File: src/sv/pbw_pkg.sv
// Shared types and codes for the protobuf wire-format field parser.
package pbw_pkg;

    typedef enum logic [2:0] {
        PH_TAG     = 3'd0,
        PH_VARINT  = 3'd1,
        PH_FIX64   = 3'd2,
        PH_FIX32   = 3'd3,
        PH_LEN     = 3'd4,
        PH_PAYLOAD = 3'd5
    } phase_t;

    localparam logic [2:0] KIND_VARINT  = 3'd0;
    localparam logic [2:0] KIND_FIX64   = 3'd1;
    localparam logic [2:0] KIND_FIX32   = 3'd2;
    localparam logic [2:0] KIND_LEN     = 3'd3;
    localparam logic [2:0] KIND_PAYLOAD = 3'd4;

    localparam logic [1:0] ERR_NONE       = 2'd0;
    localparam logic [1:0] ERR_BAD_VARINT = 2'd1;
    localparam logic [1:0] ERR_BAD_WT     = 2'd2;
    localparam logic [1:0] ERR_TRUNCATED  = 2'd3;

    localparam logic [2:0] WT_VARINT = 3'd0;
    localparam logic [2:0] WT_FIX64  = 3'd1;
    localparam logic [2:0] WT_LEN    = 3'd2;
    localparam logic [2:0] WT_FIX32  = 3'd5;

    // A varint holds at most ten bytes; the tenth sits at this count.
    localparam logic [3:0] VARINT_LAST_COUNT = 4'd9;
    localparam logic [3:0] FIX64_BYTES       = 4'd8;
    localparam logic [3:0] FIX32_BYTES       = 4'd4;

    typedef struct packed {
        logic [7:0] in_byte;
        logic       end_of_message;
    } item_t;

    typedef struct packed {
        logic [2:0]  kind;
        logic [60:0] field_number;
        logic [2:0]  wire_type;
        logic [63:0] out_value;
        logic [7:0]  payload_byte;
        logic        field_end;
        logic [1:0]  error_code;
        logic        message_done;
    } result_t;

endpackage

File: src/sv/protobuf_wire_field_parser_unit.sv
// Top level of the protobuf wire-format field parser: input register, decode, result register.
// Takes one message byte per cycle and gives at most one result per byte. A byte passes an
// input register, the decode step against the running field state, and a result register, so
// a result reaches the output only after its byte has passed both registers. A byte that
// completes nothing yields no result. A stall on the result side holds the result register
// and, once the input register is also full, raises stall toward the byte source in the same
// cycle; otherwise a new byte is taken every cycle. No clearing pass follows reset.
module protobuf_wire_field_parser_unit
(
    input  logic              clk,
    input  logic              rst_n,
    input  logic              item_valid,
    output logic              item_stall,
    input  pbw_pkg::item_t    item,
    output logic              result_valid,
    input  logic              result_stall,
    output pbw_pkg::result_t  result
);

    logic             item_valid_reg;
    pbw_pkg::item_t   item_reg;
    logic             result_valid_reg;
    pbw_pkg::result_t result_reg;

    logic             out_free;
    logic             advance;
    logic             have;
    pbw_pkg::result_t step_result;

    assign out_free   = !result_valid_reg || !result_stall;
    assign advance    = item_valid_reg && out_free;
    assign item_stall = item_valid_reg && !out_free;

    pbw_core u_core
    (
        .clk    (clk),
        .rst_n  (rst_n),
        .advance(advance),
        .item   (item_reg),
        .have   (have),
        .result (step_result)
    );

    always_ff @(posedge clk or negedge rst_n)
    begin
        if (!rst_n)
        begin
            item_valid_reg <= 1'b0;
        end
        else if (item_valid && !item_stall)
        begin
            item_valid_reg <= 1'b1;
        end
        else if (advance)
        begin
            item_valid_reg <= 1'b0;
        end
    end

    always_ff @(posedge clk)
    begin
        if (item_valid && !item_stall)
        begin
            item_reg <= item;
        end
    end

    always_ff @(posedge clk or negedge rst_n)
    begin
        if (!rst_n)
        begin
            result_valid_reg <= 1'b0;
        end
        else if (advance)
        begin
            result_valid_reg <= have;
        end
        else if (!result_stall)
        begin
            result_valid_reg <= 1'b0;
        end
    end

    always_ff @(posedge clk)
    begin
        if (advance && have)
        begin
            result_reg <= step_result;
        end
    end

    assign result_valid = result_valid_reg;
    assign result       = result_reg;

endmodule

File: src/sv/pbw_core.sv
// Parser state registers and the per-byte decode step.
module pbw_core
(
    input  logic            clk,
    input  logic            rst_n,
    input  logic            advance,
    input  pbw_pkg::item_t  item,
    output logic            have,
    output pbw_pkg::result_t result
);

    pbw_pkg::phase_t phase_reg, phase_next, phase_eff;
    logic [63:0] acc_reg, acc_next;
    logic [3:0]  cnt_reg, cnt_next;
    logic [60:0] field_reg, field_next;
    logic [2:0]  wt_reg, wt_next;
    logic [63:0] remaining_reg, remaining_next;
    logic        dropping_reg, dropping_next;

    logic [7:0]  b;
    logic        last;
    logic [3:0]  n_var;
    logic [5:0]  var_shamt;
    logic [63:0] var_or;
    logic [2:0]  n_fix;
    logic [63:0] fix_or;
    logic [3:0]  fix_cnt;
    logic [63:0] rem_dec;

    logic [2:0]  kind;
    logic [1:0]  err;
    logic [7:0]  pbyte;
    logic [63:0] val;
    logic        fend;
    logic [60:0] fnum;
    logic [2:0]  wt;

    assign b    = item.in_byte;
    assign last = item.end_of_message;

    assign n_var     = (cnt_reg > pbw_pkg::VARINT_LAST_COUNT) ? pbw_pkg::VARINT_LAST_COUNT
                                                              : cnt_reg;
    assign var_shamt = 6'({2'b00, n_var} * 6'd7);
    assign var_or    = acc_reg | (64'(b[6:0]) << var_shamt);
    assign n_fix     = cnt_reg[2:0];
    assign fix_or    = acc_reg | (64'(b) << {n_fix, 3'b000});
    assign fix_cnt   = {1'b0, n_fix} + 4'd1;
    assign rem_dec   = (remaining_reg != 64'd0) ? remaining_reg - 64'd1 : 64'd0;

    always_comb
    begin
        unique case (phase_reg)
            pbw_pkg::PH_VARINT, pbw_pkg::PH_FIX64, pbw_pkg::PH_FIX32,
            pbw_pkg::PH_LEN, pbw_pkg::PH_PAYLOAD: phase_eff = phase_reg;
            default:                              phase_eff = pbw_pkg::PH_TAG;
        endcase
    end

    always_comb
    begin
        phase_next     = phase_eff;
        acc_next       = acc_reg;
        cnt_next       = cnt_reg;
        field_next     = field_reg;
        wt_next        = wt_reg;
        remaining_next = remaining_reg;
        dropping_next  = dropping_reg;

        have  = 1'b0;
        kind  = pbw_pkg::KIND_VARINT;
        err   = pbw_pkg::ERR_NONE;
        pbyte = 8'd0;
        val   = 64'd0;
        fend  = 1'b0;
        fnum  = (phase_eff == pbw_pkg::PH_TAG) ? 61'd0 : field_reg;
        wt    = (phase_eff == pbw_pkg::PH_TAG) ? 3'd0 : wt_reg;

        if (dropping_reg)
        begin
            fnum = 61'd0;
            wt   = 3'd0;
        end
        else
        begin
            unique case (phase_eff)
                pbw_pkg::PH_TAG, pbw_pkg::PH_VARINT, pbw_pkg::PH_LEN:
                begin
                    if (cnt_reg >= pbw_pkg::VARINT_LAST_COUNT && b > 8'd1)
                    begin
                        err = pbw_pkg::ERR_BAD_VARINT;
                    end
                    else if (b[7])
                    begin
                        acc_next = var_or;
                        cnt_next = n_var + 4'd1;
                    end
                    else
                    begin
                        acc_next = 64'd0;
                        cnt_next = 4'd0;
                        if (phase_eff == pbw_pkg::PH_TAG)
                        begin
                            field_next = var_or[63:3];
                            wt_next    = var_or[2:0];
                            fnum       = var_or[63:3];
                            wt         = var_or[2:0];
                            unique case (var_or[2:0])
                                pbw_pkg::WT_VARINT: phase_next = pbw_pkg::PH_VARINT;
                                pbw_pkg::WT_FIX64:  phase_next = pbw_pkg::PH_FIX64;
                                pbw_pkg::WT_LEN:    phase_next = pbw_pkg::PH_LEN;
                                pbw_pkg::WT_FIX32:  phase_next = pbw_pkg::PH_FIX32;
                                default:            err = pbw_pkg::ERR_BAD_WT;
                            endcase
                        end
                        else if (phase_eff == pbw_pkg::PH_VARINT)
                        begin
                            have       = 1'b1;
                            kind       = pbw_pkg::KIND_VARINT;
                            val        = var_or;
                            fend       = 1'b1;
                            phase_next = pbw_pkg::PH_TAG;
                        end
                        else
                        begin
                            have = 1'b1;
                            kind = pbw_pkg::KIND_LEN;
                            val  = var_or;
                            if (var_or == 64'd0)
                            begin
                                fend       = 1'b1;
                                phase_next = pbw_pkg::PH_TAG;
                            end
                            else
                            begin
                                remaining_next = var_or;
                                phase_next     = pbw_pkg::PH_PAYLOAD;
                            end
                        end
                    end
                end
                pbw_pkg::PH_FIX64, pbw_pkg::PH_FIX32:
                begin
                    acc_next = fix_or;
                    cnt_next = fix_cnt;
                    if (fix_cnt >= ((phase_eff == pbw_pkg::PH_FIX64) ? pbw_pkg::FIX64_BYTES
                                                                      : pbw_pkg::FIX32_BYTES))
                    begin
                        have       = 1'b1;
                        kind       = (phase_eff == pbw_pkg::PH_FIX64) ? pbw_pkg::KIND_FIX64
                                                                      : pbw_pkg::KIND_FIX32;
                        val        = fix_or;
                        fend       = 1'b1;
                        acc_next   = 64'd0;
                        cnt_next   = 4'd0;
                        phase_next = pbw_pkg::PH_TAG;
                    end
                end
                default:
                begin
                    // payload byte: pass through and count down
                    have           = 1'b1;
                    kind           = pbw_pkg::KIND_PAYLOAD;
                    pbyte          = b;
                    remaining_next = rem_dec;
                    if (rem_dec == 64'd0)
                    begin
                        fend       = 1'b1;
                        phase_next = pbw_pkg::PH_TAG;
                    end
                end
            endcase

            if (err != pbw_pkg::ERR_NONE)
            begin
                have  = 1'b1;
                kind  = pbw_pkg::KIND_VARINT;
                val   = 64'd0;
                pbyte = 8'd0;
                fend  = 1'b0;
                if (!last)
                begin
                    dropping_next = 1'b1;
                end
            end
            else if (last && !(have && fend))
            begin
                err = pbw_pkg::ERR_TRUNCATED;
                if (!have)
                begin
                    have  = 1'b1;
                    kind  = pbw_pkg::KIND_VARINT;
                    val   = 64'd0;
                    pbyte = 8'd0;
                end
                fend = 1'b0;
            end
        end

        // end of message: report and return to the reset state
        if (last)
        begin
            have           = 1'b1;
            phase_next     = pbw_pkg::PH_TAG;
            acc_next       = 64'd0;
            cnt_next       = 4'd0;
            field_next     = 61'd0;
            wt_next        = 3'd0;
            remaining_next = 64'd0;
            dropping_next  = 1'b0;
        end

        result.kind         = kind;
        result.field_number = fnum;
        result.wire_type    = wt;
        result.out_value    = val;
        result.payload_byte = pbyte;
        result.field_end    = fend;
        result.error_code   = err;
        result.message_done = last;
    end

    always_ff @(posedge clk or negedge rst_n)
    begin
        if (!rst_n)
        begin
            phase_reg     <= pbw_pkg::PH_TAG;
            acc_reg       <= 64'd0;
            cnt_reg       <= 4'd0;
            field_reg     <= 61'd0;
            wt_reg        <= 3'd0;
            remaining_reg <= 64'd0;
            dropping_reg  <= 1'b0;
        end
        else if (advance)
        begin
            phase_reg     <= phase_next;
            acc_reg       <= acc_next;
            cnt_reg       <= cnt_next;
            field_reg     <= field_next;
            wt_reg        <= wt_next;
            remaining_reg <= remaining_next;
            dropping_reg  <= dropping_next;
        end
    end

endmodule

File: config.mk
export PLATFORM = sky130hd
export DESIGN_NAME = protobuf_wire_field_parser_unit
export DESIGN_NICKNAME = d
export VERILOG_FILES = /design/src/sv/pbw_pkg.sv /design/src/sv/protobuf_wire_field_parser_unit.sv /design/src/sv/pbw_core.sv
export SDC_FILE = /design/constraint.sdc
export NUM_CORES = 1
export LEC_CHECK = 0
export CORE_UTILIZATION = 50
export CTS_BUF_LIST = sky130_fd_sc_hd__clkbuf_8
export CTS_CLUSTER_DIAMETER = 150
export DETAILED_ROUTE_END_ITERATION = 10
export DONT_BUFFER_PORTS = 1
export REMOVE_ABC_BUFFERS = 1
export SYNTH_ARGS = -nofsm -noshare
export SYNTH_HDL_FRONTEND = slang
export SYNTH_HIERARCHICAL = 1
export SYNTH_SLANG_ARGS = --single-unit
File: constraint.sdc
create_clock -name clk -period 12.7 [get_ports clk]
set_input_delay 0 -clock clk [delete_from_list [all_inputs] [get_ports clk]]
set_output_delay 0 -clock clk [all_outputs]
set_load 0.1 [all_outputs]
==> results.sh, run 1 <==
export IMPL_crit_chain="inv_1, ha_1, o21bai_4, a21oi_1, fa_1, inv_1, fa_1, xor2_1, nor2_1, a32oi_1, o31ai_1, a21oi_1, nand4_1, nor4_1, a21oi_1, o21ai_4, buf_4, mux2i_1, o21ai_0"
export IMPL_tns_ps=0
export IMPL_syn_cell_area_mm2=0.02011
export IMPL_htree_num_levels=2
export IMPL_fin_crit_sh=0.5998
export IMPL_synth_top_area_frac=0.2514
export IMPL_grtUsageMet1=0.5090
export IMPL_ys_flop_type="dfrtp_1"
export IMPL_place_congestion=0.9850
export IMPL_grt_overflow_total=0
export IMPL_worst_slew_margin_rel=0.1842
export IMPL_drc=0
export IMPL_worst_slew_pin_slew_ps=1220
export IMPL_syn2layout_area_growth_pct=9.123
export IMPL_crit_required_ps=13220
export IMPL_antenna_found_initial=4
export IMPL_worstSkewPairLatency_ps=680
export IMPL_postPlaceCellArea_mm2=0.02042
export IMPL_tritoncts="done"
export IMPL_status="complete, no violations"
export IMPL_cts_path_max_buffers=3
export IMPL_arrival_ps=8130
export IMPL_final_seq_area_mm2=0.009620
export IMPL_synthCells=2155
export IMPL_synthTopCellsByArea="dfrtp_1 (25%), edfxtp_1 (23%), nor2_1 (5.5%)"
export IMPL_nFillCells=3668
export IMPL_grt_max_degree=203
export IMPL_fp_dieH_um=202.5
export IMPL_cpPeakStageDelay_ps=960
export IMPL_final_cell_area_mm2=0.02194
export IMPL_drv_slew=0
export IMPL_grt_pass1_wl_mm=116.5
export IMPL_grt_setup_unrepaired="no"
export IMPL_min_period_ps=7617
export IMPL_grt_busiest_layer="met2"
export IMPL_fin_hold_ws_ps=73.55
export IMPL_dieArea_mm2=0.04102
export IMPL_die_w_um=202.5
export IMPL_largest_register_ffs=143
export IMPL_setup_viol_count_final=0
export IMPL_async_reset_ff_frac=0.5706
export IMPL_final_layout_size_suffix_gt1_frac=0.09222
export IMPL_wl_per_cell_um=29.40
export IMPL_track_usage=0.3811
export IMPL_grt_use_met2=0.5822
export IMPL_finalCoreUtilization=0.5522
export IMPL_multiInputGateArea_mm2=0.009668
export IMPL_synth_common_cells="nor2_1 (295), a21oi_1 (220), dfrtp_1 (202)"
export IMPL_synth_cell_types=95
export IMPL_placed_cells=2545
export IMPL_yosysMostFrequentCell="nor2_1"
export IMPL_cp_buffers_inverters=3
export IMPL_min_path_type="input pin to asynchronous set/reset pin"
export IMPL_start_kind="flip-flop"
export IMPL_drv_cap=0
export IMPL_cp_slowest_cell="xor2_1"
export IMPL_ir_worst_vdd_v=0.0004029
export IMPL_crit_top_cell="a21oi_1"
export IMPL_clkTransAtPathRegs_ps=70
export IMPL_crit_fanout=75
export IMPL_hold_viol_final=0
export IMPL_cts_made_buffers=61
export IMPL_r2r_setup_slack_ps=5080
export IMPL_io_buffers=0
export IMPL_clkSinkCount=354
export IMPL_dp_hpwl_mm=53.27
export IMPL_synth_edf_count=152
export IMPL_ys_ff_latch=354
export IMPL_end_kind="flip-flop"
export IMPL_syn_area_per_cell_um2=9.330
export IMPL_met3_usage=0.09856
export IMPL_criticalPathCategory="flip-flop to flip-flop"
export IMPL_p_leak_nw=8.593
export IMPL_worst_path_dominant_cell_family="compound AO/OA/AOI/OAI gates"
export IMPL_io_pins=158
export IMPL_drt_iter0_markers=2395
export IMPL_viasPerCell=6.950
export IMPL_rr_worst_depth=19
export IMPL_core_mm2=0.03973
export IMPL_initial_utilization=0.5060
export IMPL_r2r_start="u_core/cnt_reg[1]"
export IMPL_cts_repair_resized=0
export IMPL_synth_area_leader_cell="dfrtp_1"
export IMPL_fmax_mhz=131.3
export IMPL_fp_row_count=73
export IMPL_root_buffer="clkbuf_8"
export IMPL_postCtsSetupBuffers=0
export IMPL_drt_pass1_iter_count=6
export IMPL_synth_warnings=6
export IMPL_ys_seq_area_frac=0.4784
export IMPL_grt_pass1_vias=17533
export IMPL_routed_wl_mm=79.00
export IMPL_p_per_area_mw_per_mm2=301.9
export IMPL_detail_route_antenna_nets=0
export IMPL_nNetsFinal=2133
export IMPL_vias=18674
export IMPL_rr_endpoint="u_core/remaining_reg[22]"
export IMPL_instances_no_fill=2687
export IMPL_worst_clock_skew_ps=41.03
-- placed cells by master, fill, tap and decap left out, types with 46 or more instances in the layout --
master	instances
nor2_1	294
o22ai_1	79
o21ai_0	81
clkbuf_8	69
a22o_1	100
o31ai_1	59
edfxtp_1	152
buf_4	47
o22a_1	64
nand3_1	46
nand2_1	150
nor3_1	53
a21oi_1	218
inv_1	48
dfrtp_1	201
-- area by class of cell --
class,instances,area share
multi-input cells,1591,0.4407
flip-flops and latches,354,0.4385
clock buffers,69,0.04328
well taps,525,0.02994
repair buffers,71,0.02829
clock inverters,46,0.01426
inverters,27,0.004619
diodes,4,0.0004562
-- worst max path at each step --
stage	from	endpoint	slack (ps)	cells after the start
6_report	u_core/cnt_reg[1]	u_core/remaining_reg[22]	5080	19
5_1_grt	u_core/cnt_reg[1]	u_core/remaining_reg[22]	4430	19
4_1_cts	u_core/cnt_reg[1]	u_core/remaining_reg[22]	5290	19
3_5_place_dp	u_core/cnt_reg[1]	u_core/remaining_reg[22]	5270	19
3_3_place_gp	u_core/cnt_reg[1]	u_core/remaining_reg[22]	5460	19
2_1_floorplan	u_core/cnt_reg[1]	result[0]	610	16
-- stage by stage --
stage / worst slack [ps] / power [mW]
global route: 4435 / 6.867
CTS: 5291 / 6.561
finish: 5083 / 6.624
floorplan: 605.6 / 4.356
detailed placement: 5274 / 5.456
global placement: 5459 / 5.455
-- cell families (layout without fill, tap and decap cells) --
logic type | count (synthesis) | after routing | synth area share
other | 0 | 4 | 0
flip-flops | 354 | 354 | 0.4784
multiplexers | 14 | 14 | 0.007157
AND/OR/NAND/NOR | 732 | 732 | 0.1752
XOR/XNOR | 48 | 48 | 0.02128
buffers and inverters | 210 | 213 | 0.04493
adder cells (fa/ha/maj) | 14 | 14 | 0.009459
AO/OA/AOI/OAI | 783 | 783 | 0.2636
-- repair_timing --
action	4_1_cts	5_1_grt
endpoints found under the setup margin	0	0
hold endpoints to repair	243	0
hold buffers	23	0
-- per-layer routing --
layer / routed length, um / vias to the layer above
met2: 35560 / 1107
met5: 13 / -
li1: - / 8060
met4: 3663 / 2
met3: 8292 / 235
met1: 31460 / 9270
-- power breakdown --
group / leakage [nW] / switching, mW / internal, mW
Combinational: 3.59 / 2.17 / 0.764
Sequential: 4.28 / 1.13 / 1.47
Clock: 0.729 / 0.501 / 0.580
-- worst reg2reg max path, stage by stage (launching register included) --
cell,delay (ps)
dfrtp_1,860
inv_1,330
ha_1,340
o21bai_4,450
a21oi_1,240
fa_1,600
inv_1,60
fa_1,410
xor2_1,960
nor2_1,330
a32oi_1,250
o31ai_1,130
a21oi_1,640
nand4_1,260
nor4_1,330
a21oi_1,170
o21ai_4,150
buf_4,640
mux2i_1,260
o21ai_0,90
Power figures use the tool's default switching activity.
==> run 2, diff against run 1 <==
--- a/config.mk
+++ b/config.mk
@@ -10,6 +10,7 @@
 export CTS_CLUSTER_DIAMETER = 150
 export DETAILED_ROUTE_END_ITERATION = 10
 export DONT_BUFFER_PORTS = 1
+export PLACE_DENSITY = 0.68
 export REMOVE_ABC_BUFFERS = 1
 export SYNTH_ARGS = -nofsm -noshare
 export SYNTH_HDL_FRONTEND = slang
==> constraint.sdc (replaced) <==
create_clock -name clk -period 6.1 [get_ports clk]
set_input_delay 0 -clock clk [delete_from_list [all_inputs] [get_ports clk]]
set_output_delay 0 -clock clk [all_outputs]
set_load 0.1 [all_outputs]
==> results.sh, run 2 (same netlist as run 1, synthesis figures left out) <==
export IMPL_drv_cap=0
export IMPL_final_layout_size_suffix_gt1_frac=0.1038
export IMPL_worst_slew_margin_rel=0.09209
export IMPL_arrival_ps=6320
export IMPL_postCtsSetupBuffers=0
export IMPL_routed_wl_mm=77.64
export IMPL_cp_slowest_cell="fa_2"
export IMPL_fp_row_count=73
export IMPL_final_cell_mix="nor2_1 (294), a21oi_1 (218), dfrtp_1 (201)"
export IMPL_hold_viol_final=0
export IMPL_grt_pass1_vias=17847
export IMPL_place_congestion=1.028
export IMPL_largest_register_ffs=143
export IMPL_detail_route_antenna_nets=0
export IMPL_criticalPathCategory="flip-flop to flip-flop"
export IMPL_instances_no_fill=2711
export IMPL_antenna_found_initial=2
export IMPL_drt_pass1_iter_count=6
export IMPL_grt_pass1_wl_mm=115.8
export IMPL_drt_iter0_markers=2925
export IMPL_track_usage=0.3761
export IMPL_status="complete, no violations"
export IMPL_worst_clock_skew_ps=26.18
export IMPL_end_kind="flip-flop"
export IMPL_setup_viol_count_final=0
export IMPL_wl_per_cell_um=28.64
export IMPL_min_path_type="input pin to asynchronous set/reset pin"
export IMPL_tritoncts="done"
export IMPL_dp_hpwl_mm=53.16
export IMPL_final_common_cell="nor2_1"
export IMPL_core_mm2=0.03973
export IMPL_vias=18949
export IMPL_drv_slew=0
export IMPL_n_antenna_cell=0
export IMPL_fmax_mhz=172.1
export IMPL_fp_dieH_um=202.5
export IMPL_crit_chain="inv_1, ha_1, o21bai_4, a21oi_1, fa_1, inv_1, fa_2, clkinv_1, nor2_1, a22oi_1, o21ai_0, nor4_1, nand4_1, nor4_2, a21oi_1, o21ai_4, buf_12, mux2i_1, o21ai_0"
export IMPL_ir_worst_vdd_v=0.0003929
export IMPL_cts_made_buffers=59
export IMPL_htree_num_levels=2
export IMPL_p_per_area_mw_per_mm2=620.3
export IMPL_grt_setup_unrepaired="no"
export IMPL_crit_fanout=52
export IMPL_grt_overflow_total=0
export IMPL_drc=0
export IMPL_io_pins=158
export IMPL_crit_required_ps=6610
export IMPL_worstSkewPairLatency_ps=680
export IMPL_worst_path_dominant_cell_family="compound AO/OA/AOI/OAI gates"
export IMPL_io_buffers=0
export IMPL_clkTransAtPathRegs_ps=60
export IMPL_clkSinkCount=354
export IMPL_grt_max_degree=203
export IMPL_fin_crit_sh=0.9526
export IMPL_cpPeakStageDelay_ps=550
export IMPL_syn2layout_area_growth_pct=9.752
export IMPL_p_leak_nw=8.681
export IMPL_dieArea_mm2=0.04102
export IMPL_cp_buffers_inverters=4
export IMPL_root_buffer="clkbuf_8"
export IMPL_fin_hold_ws_ps=93.24
export IMPL_cts_path_max_buffers=3
export IMPL_initial_utilization=0.5060
export IMPL_min_period_ps=5811
export IMPL_die_w_um=202.5
export IMPL_worst_slew_pin_slew_ps=1351
export IMPL_viasPerCell=6.990
export IMPL_nNetsFinal=2163
export IMPL_placed_cells=2577
export IMPL_start_kind="flip-flop"
[run 2: layout make-up]
class / instances / area (um^2)
tap: 525 / 656.9
fill: 3558 / 17670
clock inverter: 45 / 222.7
inverter: 27 / 101.3
timing repair buffer: 103 / 885.9
multi-input combinational: 1591 / 9671
sequential: 354 / 9620
clock buffer: 66 / 908.4
[run 2: stage by stage]
step	setup slack (ps)	instance area, um^2	total power, mW	utilization	TNS, ps
after floorplan	-5994	19300	9.069	-	-1165020
after global placement	398.8	20680	11.39	0.5206	0
after detailed placement	250.6	20680	11.40	0.5206	0
after CTS	251.2	22060	13.51	0.5553	0
after global routing	42.86	22070	14.19	0.5554	0
final	289.4	22070	13.69	0.5554	0
[run 2: routing by layer]
layer / wire [um] / global-route usage
met2: 34930 / 0.5731
met1: 30540 / 0.5085
met5: 14 / 0
met3: 8331 / 0.08732
met4: 3821 / 0.1748
[run 2: worst paths after layout]
kind / to / depth (start not counted) / start / slack [ps]
setup / recovery: u_core/remaining_reg[22] / 19 / u_core/cnt_reg[1] / 290
hold / removal: u_core/field_reg[21] / 2 / rst_n / 90
setup reg to reg: u_core/remaining_reg[22] / 19 / u_core/cnt_reg[1] / 290
hold reg to reg: u_core/field_reg[13] / 2 / u_core/field_reg[13] / 480
max in group asynchronous: u_core/remaining_reg[26] / 2 / rst_n / 5200
min in group clk: result_valid / 3 / result_stall / 160
[run 2: timing repair]
item | CTS | global route
setup endpoints to repair | 0 | 1
gates resized for setup | 0 | 1
hold buffers | 23 | 0
hold endpoints to repair | 369 | 0
[run 2: report_power, final]
part | leakage (nW) | internal, mW | switching (mW)
clock network | 0.655 | 1.04 | 1.01
logic | 3.75 | 1.70 | 4.55
registers | 4.28 | 3.06 | 2.33
